**src/sv/gotp_pkg.sv**
```systemverilog
// Package: token and record codes, item types and defaults for the glyph outline token parser.
package gotp_pkg;

   localparam int MAX_PATHS_DEFAULT   = 100;
   localparam int MAX_POINTS_DEFAULT  = 100;
   localparam int GLYPH_SLOTS_DEFAULT = 65536;

   localparam int KIND_W  = 4;
   localparam int CODE_W  = 16;
   localparam int COORD_W = 32;
   localparam int REC_W   = 3;
   localparam int IDX_W   = 7;

   localparam logic [KIND_W-1:0] TK_CODE    = 4'd0;
   localparam logic [KIND_W-1:0] TK_EQUALS  = 4'd1;
   localparam logic [KIND_W-1:0] TK_LBRACE  = 4'd2;
   localparam logic [KIND_W-1:0] TK_LPAR    = 4'd3;
   localparam logic [KIND_W-1:0] TK_RPAR    = 4'd4;
   localparam logic [KIND_W-1:0] TK_NUMBER  = 4'd5;
   localparam logic [KIND_W-1:0] TK_COLON   = 4'd6;
   localparam logic [KIND_W-1:0] TK_COMMA   = 4'd7;
   localparam logic [KIND_W-1:0] TK_GREATER = 4'd8;
   localparam logic [KIND_W-1:0] TK_RBRACE  = 4'd9;
   localparam logic [KIND_W-1:0] TK_END     = 4'd11;

   localparam logic [REC_W-1:0] RK_GLYPH    = 3'd0;
   localparam logic [REC_W-1:0] RK_PATH     = 3'd1;
   localparam logic [REC_W-1:0] RK_POINT    = 3'd2;
   localparam logic [REC_W-1:0] RK_ADVANCE  = 3'd3;
   localparam logic [REC_W-1:0] RK_SYNTAX   = 3'd4;
   localparam logic [REC_W-1:0] RK_OVERFLOW = 3'd5;
   localparam logic [REC_W-1:0] RK_SUCCESS  = 3'd6;

   typedef struct packed {
      logic [KIND_W-1:0]         token_kind;
      logic [CODE_W-1:0]         code_value;
      logic signed [COORD_W-1:0] number_value;
   } token_type;

   typedef struct packed {
      logic [REC_W-1:0]          record_kind;
      logic [CODE_W-1:0]         glyph_code;
      logic [IDX_W-1:0]          path_index;
      logic [IDX_W-1:0]          point_index;
      logic signed [COORD_W-1:0] coord_x;
      logic signed [COORD_W-1:0] coord_y;
      logic                      bezier_control;
   } record_type;

endpackage

```
**src/sv/gotp_req_if.sv**
```systemverilog
// Interface: token channel with valid/ready handshake.
interface gotp_req_if;
   logic                                  valid;
   logic                                  ready;
   logic [gotp_pkg::KIND_W-1:0]           token_kind;
   logic [gotp_pkg::CODE_W-1:0]           code_value;
   logic signed [gotp_pkg::COORD_W-1:0]   number_value;

   modport source (output valid, output token_kind, output code_value, output number_value,
                   input ready);
   modport sink   (input valid, input token_kind, input code_value, input number_value,
                   output ready);
endinterface

```
**src/sv/gotp_rsp_if.sv**
```systemverilog
// Interface: record channel with valid/ready handshake.
interface gotp_rsp_if;
   logic                                  valid;
   logic                                  ready;
   logic [gotp_pkg::REC_W-1:0]            record_kind;
   logic [gotp_pkg::CODE_W-1:0]           glyph_code;
   logic [gotp_pkg::IDX_W-1:0]            path_index;
   logic [gotp_pkg::IDX_W-1:0]            point_index;
   logic signed [gotp_pkg::COORD_W-1:0]   coord_x;
   logic signed [gotp_pkg::COORD_W-1:0]   coord_y;
   logic                                  bezier_control;

   modport source (output valid, output record_kind, output glyph_code, output path_index,
                   output point_index, output coord_x, output coord_y,
                   output bezier_control, input ready);
   modport sink   (input valid, input record_kind, input glyph_code, input path_index,
                   input point_index, input coord_x, input coord_y,
                   input bezier_control, output ready);
endinterface

```
**src/sv/gotp_parser.sv**
```systemverilog
// Grammar state machine, counters and held values; builds at most one record per token.
module gotp_parser #(
   parameter int MAX_PATHS   = gotp_pkg::MAX_PATHS_DEFAULT,
   parameter int MAX_POINTS  = gotp_pkg::MAX_POINTS_DEFAULT,
   parameter int GLYPH_SLOTS = gotp_pkg::GLYPH_SLOTS_DEFAULT
) (
   input  logic                   clock,
   input  logic                   reset,
   input  logic                   step,
   input  gotp_pkg::token_type    token,
   output logic                   rec_valid,
   output gotp_pkg::record_type   rec
);

   localparam logic [3:0] S_IDLE     = 4'd0;
   localparam logic [3:0] S_GOT_CODE = 4'd1;
   localparam logic [3:0] S_GOT_EQ   = 4'd2;
   localparam logic [3:0] S_BODY     = 4'd3;
   localparam logic [3:0] S_IN_PATH  = 4'd4;
   localparam logic [3:0] S_PT_X     = 4'd5;
   localparam logic [3:0] S_PT_SEP   = 4'd6;
   localparam logic [3:0] S_ADV_GT   = 4'd7;
   localparam logic [3:0] S_ADV_X    = 4'd8;
   localparam logic [3:0] S_ADV_SEP  = 4'd9;
   localparam logic [3:0] S_ADV_Y    = 4'd10;

   localparam logic [gotp_pkg::IDX_W-1:0] PATH_LIMIT  = gotp_pkg::IDX_W'(MAX_PATHS);
   localparam logic [gotp_pkg::IDX_W-1:0] POINT_LIMIT = gotp_pkg::IDX_W'(MAX_POINTS);
   localparam logic [gotp_pkg::CODE_W:0]  SLOT_LIMIT  = (gotp_pkg::CODE_W+1)'(GLYPH_SLOTS);

   logic [3:0]                           state_ff, state_in;
   logic signed [gotp_pkg::COORD_W-1:0]  held_x_ff, held_x_in;
   logic                                 held_marker_ff, held_marker_in;
   logic [gotp_pkg::CODE_W-1:0]          current_code_ff, current_code_in;
   logic [gotp_pkg::IDX_W-1:0]           path_count_ff, path_count_in;
   logic [gotp_pkg::IDX_W-1:0]           point_count_ff, point_count_in;
   logic signed [gotp_pkg::COORD_W-1:0]  held_adv_x_ff, held_adv_x_in;
   logic                                 halted_ff, halted_in;
   logic                                 syn_err, ovf_err;

   always_comb begin
      state_in        = state_ff;
      held_x_in       = held_x_ff;
      held_marker_in  = held_marker_ff;
      current_code_in = current_code_ff;
      path_count_in   = path_count_ff;
      point_count_in  = point_count_ff;
      held_adv_x_in   = held_adv_x_ff;
      halted_in       = halted_ff;
      syn_err         = 1'b0;
      ovf_err         = 1'b0;
      rec_valid       = 1'b0;
      rec             = '0;
      if (step && !halted_ff) begin
         if (token.token_kind == gotp_pkg::TK_END) begin
            if (state_ff == S_IDLE) begin
               rec_valid       = 1'b1;
               rec.record_kind = gotp_pkg::RK_SUCCESS;
            end else begin
               syn_err = 1'b1;
            end
         end else begin
            unique case (state_ff)
               S_IDLE: begin
                  if (token.token_kind != gotp_pkg::TK_CODE) begin
                     syn_err = 1'b1;
                  end else if ({1'b0, token.code_value} >= SLOT_LIMIT) begin
                     ovf_err = 1'b1;
                  end else begin
                     current_code_in = token.code_value;
                     path_count_in   = '0;
                     point_count_in  = '0;
                     state_in        = S_GOT_CODE;
                     rec_valid       = 1'b1;
                     rec.record_kind = gotp_pkg::RK_GLYPH;
                     rec.glyph_code  = token.code_value;
                  end
               end
               S_GOT_CODE: begin
                  if (token.token_kind == gotp_pkg::TK_EQUALS) state_in = S_GOT_EQ;
                  else syn_err = 1'b1;
               end
               S_GOT_EQ: begin
                  if (token.token_kind == gotp_pkg::TK_LBRACE) state_in = S_BODY;
                  else syn_err = 1'b1;
               end
               S_BODY: begin
                  if (token.token_kind == gotp_pkg::TK_LPAR) begin
                     if (path_count_ff >= PATH_LIMIT) begin
                        ovf_err = 1'b1;
                     end else begin
                        path_count_in   = path_count_ff + 1'b1;
                        point_count_in  = '0;
                        state_in        = S_IN_PATH;
                        rec_valid       = 1'b1;
                        rec.record_kind = gotp_pkg::RK_PATH;
                        rec.glyph_code  = current_code_ff;
                        rec.path_index  = path_count_ff;
                     end
                  end else if (token.token_kind == gotp_pkg::TK_GREATER) begin
                     state_in = S_ADV_GT;
                  end else begin
                     syn_err = 1'b1;
                  end
               end
               S_IN_PATH: begin
                  if (token.token_kind == gotp_pkg::TK_NUMBER) begin
                     held_x_in = token.number_value;
                     state_in  = S_PT_X;
                  end else if (token.token_kind == gotp_pkg::TK_RPAR) begin
                     state_in = S_BODY;
                  end else begin
                     syn_err = 1'b1;
                  end
               end
               S_PT_X: begin
                  if (token.token_kind == gotp_pkg::TK_COLON ||
                      token.token_kind == gotp_pkg::TK_COMMA) begin
                     held_marker_in = (token.token_kind == gotp_pkg::TK_COMMA);
                     state_in       = S_PT_SEP;
                  end else begin
                     syn_err = 1'b1;
                  end
               end
               S_PT_SEP: begin
                  if (token.token_kind != gotp_pkg::TK_NUMBER) begin
                     syn_err = 1'b1;
                  end else if (point_count_ff >= POINT_LIMIT) begin
                     ovf_err = 1'b1;
                  end else begin
                     point_count_in     = point_count_ff + 1'b1;
                     state_in           = S_IN_PATH;
                     rec_valid          = 1'b1;
                     rec.record_kind    = gotp_pkg::RK_POINT;
                     rec.glyph_code     = current_code_ff;
                     rec.path_index     = path_count_ff - 1'b1;
                     rec.point_index    = point_count_ff;
                     rec.coord_x        = held_x_ff;
                     rec.coord_y        = token.number_value;
                     rec.bezier_control = held_marker_ff;
                  end
               end
               S_ADV_GT: begin
                  if (token.token_kind == gotp_pkg::TK_NUMBER) begin
                     held_adv_x_in = token.number_value;
                     state_in      = S_ADV_X;
                  end else begin
                     syn_err = 1'b1;
                  end
               end
               S_ADV_X: begin
                  if (token.token_kind == gotp_pkg::TK_COLON) state_in = S_ADV_SEP;
                  else syn_err = 1'b1;
               end
               S_ADV_SEP: begin
                  if (token.token_kind == gotp_pkg::TK_NUMBER) begin
                     state_in        = S_ADV_Y;
                     rec_valid       = 1'b1;
                     rec.record_kind = gotp_pkg::RK_ADVANCE;
                     rec.glyph_code  = current_code_ff;
                     rec.coord_x     = held_adv_x_ff;
                     rec.coord_y     = token.number_value;
                  end else begin
                     syn_err = 1'b1;
                  end
               end
               S_ADV_Y: begin
                  if (token.token_kind == gotp_pkg::TK_RBRACE) state_in = S_IDLE;
                  else syn_err = 1'b1;
               end
               default: syn_err = 1'b1;
            endcase
         end
         if (syn_err || ovf_err) begin
            halted_in       = 1'b1;
            rec_valid       = 1'b1;
            rec             = '0;
            rec.record_kind = ovf_err ? gotp_pkg::RK_OVERFLOW : gotp_pkg::RK_SYNTAX;
         end
      end
   end

   always_ff @(posedge clock) begin
      if (reset) begin
         state_ff        <= S_IDLE;
         held_x_ff       <= '0;
         held_marker_ff  <= 1'b0;
         current_code_ff <= '0;
         path_count_ff   <= '0;
         point_count_ff  <= '0;
         held_adv_x_ff   <= '0;
         halted_ff       <= 1'b0;
      end else begin
         state_ff        <= state_in;
         held_x_ff       <= held_x_in;
         held_marker_ff  <= held_marker_in;
         current_code_ff <= current_code_in;
         path_count_ff   <= path_count_in;
         point_count_ff  <= point_count_in;
         held_adv_x_ff   <= held_adv_x_in;
         halted_ff       <= halted_in;
      end
   end

   assert property (@(posedge clock) disable iff (reset) halted_ff |-> !rec_valid)
      else $error("record produced while halted");

   assert property (@(posedge clock) disable iff (reset)
      rec_valid && (rec.record_kind == gotp_pkg::RK_SYNTAX ||
                    rec.record_kind == gotp_pkg::RK_OVERFLOW) |=> halted_ff)
      else $error("error record without halt");

   assert property (@(posedge clock) disable iff (reset)
      path_count_ff <= PATH_LIMIT && point_count_ff <= POINT_LIMIT)
      else $error("path or point count beyond limit");

endmodule

```
**src/sv/glyph_outline_token_parser.sv**
```systemverilog
// Top level: input register, grammar parser and record output register.
// A token is held in the input register, and its record is registered in the record output
// register and presented on rsp_chan from there.
// Throughput: one token per cycle while rsp_chan keeps up; with both registers full,
// a stall on rsp_chan holds req_chan.ready low in the same cycle.
// Tokens that yield no record still take one pass through the parser.
// Reset (synchronous, active high) empties both registers, clears counters and halt,
// and returns the grammar to idle.
module glyph_outline_token_parser #(
   parameter int MAX_PATHS   = gotp_pkg::MAX_PATHS_DEFAULT,
   parameter int MAX_POINTS  = gotp_pkg::MAX_POINTS_DEFAULT,
   parameter int GLYPH_SLOTS = gotp_pkg::GLYPH_SLOTS_DEFAULT
) (
   input logic         clock,
   input logic         reset,
   gotp_req_if.sink    req_chan,
   gotp_rsp_if.source  rsp_chan
);

   logic                  in_valid_ff;
   gotp_pkg::token_type   in_item_ff;
   logic                  out_valid_ff;
   gotp_pkg::record_type  out_item_ff;
   logic                  advance;
   logic                  rec_valid;
   gotp_pkg::record_type  rec;

   assign advance        = in_valid_ff && (!out_valid_ff || rsp_chan.ready);
   assign req_chan.ready = !in_valid_ff || advance;

   always_ff @(posedge clock) begin
      if (reset) begin
         in_valid_ff <= 1'b0;
      end else if (req_chan.ready) begin
         in_valid_ff <= req_chan.valid;
      end
   end

   always_ff @(posedge clock) begin
      if (req_chan.ready && req_chan.valid) begin
         in_item_ff.token_kind   <= req_chan.token_kind;
         in_item_ff.code_value   <= req_chan.code_value;
         in_item_ff.number_value <= req_chan.number_value;
      end
   end

   gotp_parser #(
      .MAX_PATHS   (MAX_PATHS),
      .MAX_POINTS  (MAX_POINTS),
      .GLYPH_SLOTS (GLYPH_SLOTS)
   ) u_parser (
      .clock     (clock),
      .reset     (reset),
      .step      (advance),
      .token     (in_item_ff),
      .rec_valid (rec_valid),
      .rec       (rec)
   );

   always_ff @(posedge clock) begin
      if (reset) begin
         out_valid_ff <= 1'b0;
      end else if (advance) begin
         out_valid_ff <= rec_valid;
      end else if (rsp_chan.ready) begin
         out_valid_ff <= 1'b0;
      end
   end

   always_ff @(posedge clock) begin
      if (advance && rec_valid) begin
         out_item_ff <= rec;
      end
   end

   assign rsp_chan.valid          = out_valid_ff;
   assign rsp_chan.record_kind    = out_item_ff.record_kind;
   assign rsp_chan.glyph_code     = out_item_ff.glyph_code;
   assign rsp_chan.path_index     = out_item_ff.path_index;
   assign rsp_chan.point_index    = out_item_ff.point_index;
   assign rsp_chan.coord_x        = out_item_ff.coord_x;
   assign rsp_chan.coord_y        = out_item_ff.coord_y;
   assign rsp_chan.bezier_control = out_item_ff.bezier_control;

   assert property (@(posedge clock) disable iff (reset)
      in_valid_ff && !advance |=> in_valid_ff && $stable(in_item_ff))
      else $error("pending token overwritten");

   assert property (@(posedge clock) disable iff (reset)
      out_valid_ff && !rsp_chan.ready |=> out_valid_ff && $stable(out_item_ff))
      else $error("pending record lost");

   assert property (@(posedge clock) disable iff (reset)
      out_valid_ff |-> out_item_ff.record_kind <= gotp_pkg::RK_SUCCESS)
      else $error("record kind out of range");

endmodule

```
**src/flat_wrapper.sv**
```systemverilog
// flat-port wrapper written by rule: the top's interface ports become plain ports
module glyph_outline_token_parser_flat 
#(
   parameter int MAX_PATHS   = gotp_pkg::MAX_PATHS_DEFAULT,
   parameter int MAX_POINTS  = gotp_pkg::MAX_POINTS_DEFAULT,
   parameter int GLYPH_SLOTS = gotp_pkg::GLYPH_SLOTS_DEFAULT
)
  (clock, reset, req_chan_valid, req_chan_token_kind, req_chan_code_value, req_chan_number_value, req_chan_ready, rsp_chan_valid, rsp_chan_record_kind, rsp_chan_glyph_code, rsp_chan_path_index, rsp_chan_point_index, rsp_chan_coord_x, rsp_chan_coord_y, rsp_chan_bezier_control, rsp_chan_ready);
  gotp_req_if req_chan_i ();
  gotp_rsp_if rsp_chan_i ();
  input logic clock;
  input logic reset;
  input wire logic [$bits(req_chan_i.valid)-1:0] req_chan_valid;
  input wire logic [$bits(req_chan_i.token_kind)-1:0] req_chan_token_kind;
  input wire logic [$bits(req_chan_i.code_value)-1:0] req_chan_code_value;
  input wire logic [$bits(req_chan_i.number_value)-1:0] req_chan_number_value;
  output wire logic [$bits(req_chan_i.ready)-1:0] req_chan_ready;
  output wire logic [$bits(rsp_chan_i.valid)-1:0] rsp_chan_valid;
  output wire logic [$bits(rsp_chan_i.record_kind)-1:0] rsp_chan_record_kind;
  output wire logic [$bits(rsp_chan_i.glyph_code)-1:0] rsp_chan_glyph_code;
  output wire logic [$bits(rsp_chan_i.path_index)-1:0] rsp_chan_path_index;
  output wire logic [$bits(rsp_chan_i.point_index)-1:0] rsp_chan_point_index;
  output wire logic [$bits(rsp_chan_i.coord_x)-1:0] rsp_chan_coord_x;
  output wire logic [$bits(rsp_chan_i.coord_y)-1:0] rsp_chan_coord_y;
  output wire logic [$bits(rsp_chan_i.bezier_control)-1:0] rsp_chan_bezier_control;
  input wire logic [$bits(rsp_chan_i.ready)-1:0] rsp_chan_ready;
  assign req_chan_i.valid = req_chan_valid;
  assign req_chan_i.token_kind = req_chan_token_kind;
  assign req_chan_i.code_value = req_chan_code_value;
  assign req_chan_i.number_value = req_chan_number_value;
  assign req_chan_ready = req_chan_i.ready;
  assign rsp_chan_valid = rsp_chan_i.valid;
  assign rsp_chan_record_kind = rsp_chan_i.record_kind;
  assign rsp_chan_glyph_code = rsp_chan_i.glyph_code;
  assign rsp_chan_path_index = rsp_chan_i.path_index;
  assign rsp_chan_point_index = rsp_chan_i.point_index;
  assign rsp_chan_coord_x = rsp_chan_i.coord_x;
  assign rsp_chan_coord_y = rsp_chan_i.coord_y;
  assign rsp_chan_bezier_control = rsp_chan_i.bezier_control;
  assign rsp_chan_i.ready = rsp_chan_ready;
  glyph_outline_token_parser #(.MAX_PATHS(MAX_PATHS), .MAX_POINTS(MAX_POINTS), .GLYPH_SLOTS(GLYPH_SLOTS)) u_core (.clock(clock), .reset(reset), .req_chan(req_chan_i), .rsp_chan(rsp_chan_i));
endmodule
```
**config.mk**
```make
export PLATFORM = sky130hd
export DESIGN_NAME = glyph_outline_token_parser_flat
export DESIGN_NICKNAME = d
export VERILOG_FILES = /design/src/sv/gotp_pkg.sv /design/src/sv/gotp_req_if.sv /design/src/sv/gotp_rsp_if.sv /design/src/sv/gotp_parser.sv /design/src/sv/glyph_outline_token_parser.sv /design/src/flat_wrapper.sv
export SDC_FILE = /design/constraint.sdc
export NUM_CORES = 1
export LEC_CHECK = 0
export CORE_ASPECT_RATIO = 0.75
export CORE_MARGIN = 3
export CORE_UTILIZATION = 35
export CTS_CLUSTER_DIAMETER = 40
export DETAILED_ROUTE_END_ITERATION = 7
export DONT_BUFFER_PORTS = 1
export HOLD_SLACK_MARGIN = 0.05
export PLACE_DENSITY_LB_ADDON = 0.3
export SYNTH_ARGS = -nofsm -noshare
export SYNTH_HDL_FRONTEND = slang
export SYNTH_SLANG_ARGS = --single-unit
```
**constraint.sdc**
```tcl
create_clock -name clock -period 5.6 [get_ports clock]
set_input_delay 0.84 -clock clock [delete_from_list [all_inputs] [get_ports clock]]
set_output_delay 0.84 -clock clock [all_outputs]
set_load 0.01 [all_outputs]
```
==> results of run 1 <==
==> kinds of logic after synthesis <==
family,synth area share [%]
xor gates and xnor gates,0.787
DFF,65.4
and+or+nand+nor,18.2
buffers and inverters,3.02
AOI/OAI and AO/OA,11.9
muxes,0.100
adders and majority gates,0.625
==> critical path: stages, from the launching register on <==
cell     delay [ns]
dfxtp_1        0.74
or4bb_1        0.67
o21ai_0        0.32
nand2_1        0.16
nand2_1        0.51
o21ai_0        0.30
nand2_4        0.28
buf_12         0.42
==> per-stage QoR <==
step / total power [W] / cells / util [%] / setup WS, ns / cell area, um^2
6_report: 0.00427 / 1298 / 41.5 / 1.75 / 11400
2_1_floorplan: 0.00216 / 912 / - / 1.06 / 10000
5_1_grt: 0.00442 / 1298 / 41.5 / 1.54 / 11400
3_5_place_dp: 0.00219 / 1237 / 37.4 / 1.80 / 10300
3_3_place_gp: 0.00219 / 1237 / 37.4 / 1.94 / 10300
4_1_cts: 0.00434 / 1298 / 41.5 / 1.82 / 11400
==> registers in the layout, summed over array words and instances (netlist names), 3 cells and up <==
name and flops:
u_core.in_item_ff 52, u_core.rsp_chan.coord_x 32, u_core.rsp_chan.coord_y 32, u_core.u_parser.held_adv_x_ff 32
u_core.u_parser.held_x_ff 32, u_core.rsp_chan.glyph_code 16, u_core.u_parser.current_code_ff 16, u_core.rsp_chan.path_index 7
u_core.rsp_chan.point_index 7, u_core.u_parser.path_count_ff 7, u_core.u_parser.point_count_ff 7, u_core.u_parser.state_ff 4
u_core.rsp_chan.record_kind 3
==> cell type report <==
cell class / instances / area, um^2
Fill cell: 2643 / 16100
Multi-Input combinational cell: 591 / 3210
Tap cell: 378 / 473
Clock inverter: 13 / 143
Clock buffer: 48 / 977
Timing Repair Buffer: 6 / 57.6
Sequential cell: 252 / 6550
Inverter: 10 / 37.5
==> placed cells by master (no fill, tap or decap), types with 3 or more instances in the layout <==
cell type  instances
nand4_1            8
edfxtp_1         150
a21oi_1          102
buf_4              5
inv_1             10
a31oi_1            4
nand4b_1           3
o311a_1            3
dfxtp_1          102
nand3b_1           3
nand3_1            8
a22oi_1           48
and3_1             3
a211oi_1           3
nor4_1             4
and2_1            43
nor3_2             3
ha_1               5
clkbuf_16         37
clkinv_4           3
or4_1              3
nand2_1          184
a311oi_1           3
clkbuf_1          10
nor3_1            17
nand2b_1           5
nor2_1            74
o21ai_0           10
xor2_1             9
or4bb_1            3
==> power by group through the flow <==
stage | Sequential [W] | Combinational (W) | Clock (W)
5_1_grt | 0.00208 | 0.0000845 | 0.00226
4_1_cts | 0.00208 | 0.0000771 | 0.00219
6_report | 0.00207 | 0.0000748 | 0.00212
3_3_place_gp | 0.00211 | 0.0000760 | 0
2_1_floorplan | 0.00210 | 0.0000643 | 0
3_5_place_dp | 0.00211 | 0.0000767 | 0
==> metal layers <==
layer	wire, um	vias up	global-route usage (%)
met3	2140	49	5.72
li1	-	3227	-
met4	593	8	4.95
met5	48	-	0
met2	10600	236	23.1
met1	11400	3277	22.4
==> how the worst max path moves through the flow <==
stage / start / end / slack [ns] / cells past startpoint
2_1_floorplan: u_core.in_item_ff[50] / u_core.rsp_chan.bezier_control / 1.06 / 7
3_3_place_gp: u_core.u_parser.state_ff[1] / u_core.rsp_chan.coord_y[18] / 1.94 / 7
3_5_place_dp: u_core.u_parser.state_ff[1] / u_core.rsp_chan.point_index[2] / 1.80 / 7
4_1_cts: u_core.u_parser.state_ff[1] / u_core.rsp_chan.coord_y[9] / 1.82 / 7
5_1_grt: u_core.u_parser.state_ff[1] / u_core.rsp_chan.coord_y[4] / 1.54 / 7
6_report: u_core.u_parser.state_ff[1] / u_core.rsp_chan.point_index[6] / 1.75 / 7
==> metrics, run 1 <==
Final nets=~960; top-count cell post-synth=nand2_1; layout cell share with drive strength beyond 1=under 10%; Die Y=between 150 and 200 um; Routed WL=24700 um; Syn Nets=973; Hold Path Stages=1; GP Congestion=0.901; RSZ-0062 raised after global routing=false; drt drc=0; Synth area leader=edfxtp_1; # setup viols final=0; post-CTS setup buffers=0; worst-path fanout max=between 80 and 90; sw frac=21.2%; buffers added on ports=0; FF-to-FF setup slack=between 1.5 and 2 ns; Slew Viols, Final=0; crit path DAT=between 3 and 4 ns; Period minus WS final=between 3 and 4 ns; first-pass GRT wire length=~39000 um; Pwr Density=between 300 and 400 nW/um^2; Initial DRC Count=between 400 and 500; WL/cell=between 15 and 20 um; Clock power frac=between 40% and 50%; post-route antenna net violation count=0; nature of the critical path startpoint=register; Least-Margin Pin Slew=1.28 ns; Pleak=3.65 nW; reg2reg end=u_core.rsp_chan.point_index[6]; Peak VDD IR=0.000206 V; Root Driver=clkbuf_16; Clock Latency Late Sink=0.50 ns; Worst-path clk slew=0.05 ns; Fmax achieved=between 0.2 and 0.3 GHz; core area=roughly 28000 um^2; status=finished, final reports clean; Starting Density=roughly 36%; syn_area_per_cell=about 11 um^2; total clock sinks=252; critical path type=register to register; Synth top cells by count=nand2_1 (185), edfxtp_1 (150), a21oi_1 (102), dfxtp_1 (102), nor2_1 (76); Synth Cell Area=between 10000 and 15000 um^2; internal power=roughly 0.0034 W; Final Hold Violating Endpoints=0; hold path start=reset; Min-Delay Path Class=primary input to register; vias in the first global route=6486; Synth Instances=912; gr usage total=15.9%; Area Overhead vs Synth=14.3%; #FFs+latches synth=252; # resized after CTS=0; largest net degree at the start of global routing=99; Max-Cap Viols=0; H-Tree Depth=2; Via density=5.24; Post-synth ARST share=0%; EDFF count, synth=150; I/O pin count=about 160; sw power=between 0.0009 and 0.001 W; Worst R2R Start=u_core.u_parser.state_ff[1]; hold buffers post-CTS=0; max_slew headroom=roughly 14%; Sequential Power Share=between 40% and 50%; Hold Path End=u_core.in_valid_ff; Top FF cell, synth=edfxtp_1; Synth top area share=between 40 and 50%; Gate power share=~1.8%; skew final=between 0.01 and 0.015 ns; R2R depth=7; via count of the routed design=about 6800; Synth Warn #=0; Critical Path RT=roughly 5.7 ns; Setup crit end kind=register; setup TNS=0 ns; antenna diode count=0; FP Rows=52; Num CTS Buffers=34; TritonCTS clock tree=built; Tcrit/Tclk final=around 69%; clk buf depth=3; Chip Width=about 200 um; Congestion Overflow GR=0; drt pass-1 iters=5; initial antenna violation count=4; ranking of synthesized cells by area=edfxtp_1 (45%), dfxtp_1 (20%), nand2_1 (6.9%), a21oi_1 (5.1%), a22oi_1 (3.6%); full die area=30700 um^2; Min Hold Slack=roughly 0.42 ns; sequential share of the synthesized area=approximately 65%; post-synthesis cell type count=55; Final HPWL DP=roughly 15000 um
(Power assumes the default switching activity.)
==> run 2: changes to the inputs <==
==> constraint.sdc (replaced) <==
create_clock -name clock -period 3.11 [get_ports clock]
set_input_delay 0.4665 -clock clock [delete_from_list [all_inputs] [get_ports clock]]
set_output_delay 0.4665 -clock clock [all_outputs]
set_load 0.01 [all_outputs]
==> metrics, run 2 (synthesized netlist as in run 1, its figures left out) <==
status=finished, final reports clean; Layout fillers=~2600; worst-path fanout max=12; vias in the first global route=roughly 6600; I/O pin count=roughly 160; Slew Viols, Final=0; # setup viols final=0; gr usage total=between 10% and 20%; layout cell share with drive strength beyond 1=between 10 and 15%; Placed Instance Area=about 11000 um^2; Die Y=between 150 and 200 um; clk buf depth=3; via count of the routed design=7082; Total Power=around 0.0073 W; Pleak=between 3 and 4 nW; Final HPWL DP=between 15000 and 20000 um; TritonCTS clock tree=built; area taken by multi-input logic gates=approximately 3200 um^2; Worst R2R Start=u_core.in_item_ff[49]; Starting Density=between 30% and 40%; CP peak stage delay=between 0.6 and 0.7 ns; Via density=between 5 and 6; Largest register FFs=between 50 and 60; drt drc=0; Routed WL=about 26000 um; Tcrit/Tclk final=about nine tenths; Pwr Density=around 600 nW/um^2; nature of the critical path startpoint=register; crit path from=u_core.in_item_ff[49]; commonest non-fill, non-tap cell in the layout=nand2_1; drt pass-1 iters=5; GP Congestion=~0.85; buffers added on ports=0; critical path type=register to register; Clock Latency Late Sink=roughly 0.57 ns; Cell Chain, Critical Path=or4_1 > nand2_1 > a31oi_1 > nor4b_4 > o211ai_1 > a211oi_1; Congestion Overflow GR=0; Chip Width=201 um; Num CTS Buffers=31; setup TNS=0 ns; total clock sinks=roughly 250; Fmax achieved=0.351 GHz; Reg with most FFs=u_core.in_item_ff; Critical Path RT=~3.5 ns; Least-Margin Pin Slew=slightly above 0.8 ns; full die area=a little over 30000 um^2; max_slew headroom=a little under half; FF+latch area=between 6000 and 7000 um^2; Top delay family on crit path=simple AND/OR/NAND/NOR gates; Root Driver=clkbuf_16; fin area=between 10000 and 15000 um^2; Initial DRC Count=561; Worst-path clk slew=~0.06 ns; Area Overhead vs Synth=21.2%; hold path start=reset; largest net degree at the start of global routing=95; first-pass GRT wire length=39400 um; core area=27600 um^2; RSZ-0062 raised after global routing=false; Final Hold Violating Endpoints=0; post-route antenna net violation count=0; FF-to-FF setup slack=0.26 ns; Min-Delay Path Class=primary input to register; most frequent cells in the layout=nand2_1 (184), edfxtp_1 (150), a21oi_1 (102), dfxtp_1 (102), nor2_1 (74); slowest stage cell, crit path=or4_1; CP Buf/Inv Count=0; Max-Cap Viols=0; WL/cell=~19 um; Period minus WS final=2.85 ns; Final nets=approximately 1000; FP Rows=52; Peak VDD IR=0.000390 V; initial antenna violation count=2; skew final=~0.024 ns; Setup crit end kind=register; H-Tree Depth=1; crit path DAT=between 3 and 4 ns
-- run 2: cell type report --
cell class | instances | share of cell area, %
clock buffer | 40 | 6.84
clock inverter | 17 | 1.15
antenna | 1 | 0.0206
sequential | 252 | 54.0
inverter | 10 | 0.309
tap | 378 | 3.90
timing repair buffer | 87 | 7.36
multi-input combinational | 591 | 26.5
-- run 2: worst register-to-register path, cell delays in order (launching register included) --
cell and delay (ns):
edfxtp_1 0.53, or4_1 0.64, nand2_1 0.10, a31oi_1 0.16, nor4b_4 0.58, o211ai_1 0.38
a211oi_1 0.26
-- run 2: where the power goes --
group          total (W)  internal [W]  switching (W)
registers        0.00373       0.00364      0.0000909
clock network    0.00336       0.00198        0.00138
logic           0.000234     0.0000941       0.000139
-- run 2: per-stage QoR --
stage | setup WS [ns] | hold WS, ns | cells | utilization [%]
floorplan | 0.0835 | 0.432 | 912 | -
global placement | 0.269 | 0.432 | 1264 | 38.4
detailed placement | 0.278 | 0.438 | 1264 | 38.4
CTS | 0.266 | 0.0753 | 1375 | 44.0
global route | 0.0245 | 0.105 | 1376 | 44.0
finish | 0.260 | 0.103 | 1376 | 44.0
-- run 2: worst paths after layout --
check / depth (start not counted) / end
hold / removal: 1 / u_core.u_parser.halted_ff
hold reg to reg: 2 / u_core.u_parser.held_adv_x_ff[6]
setup / recovery: 6 / u_core.rsp_chan.path_index[2]
setup reg to reg: 6 / u_core.rsp_chan.path_index[2]
-- run 2: timing repair --
item,CTS,global route
gates resized for setup,0,0
setup buffers,0,0
endpoints found under the hold margin,146,0
hold buffers,54,0
-- run 2: per-layer routing --
layer / vias to the layer above / track usage, % / part of all wire (%)
met2: 267 / 23.9 / 43
li1: 3383 / - / -
met5: - / 0 / 0.051
met1: 3390 / 22.9 / 46
met3: 40 / 5.81 / 9.5
met4: 2 / 3.72 / 2.0
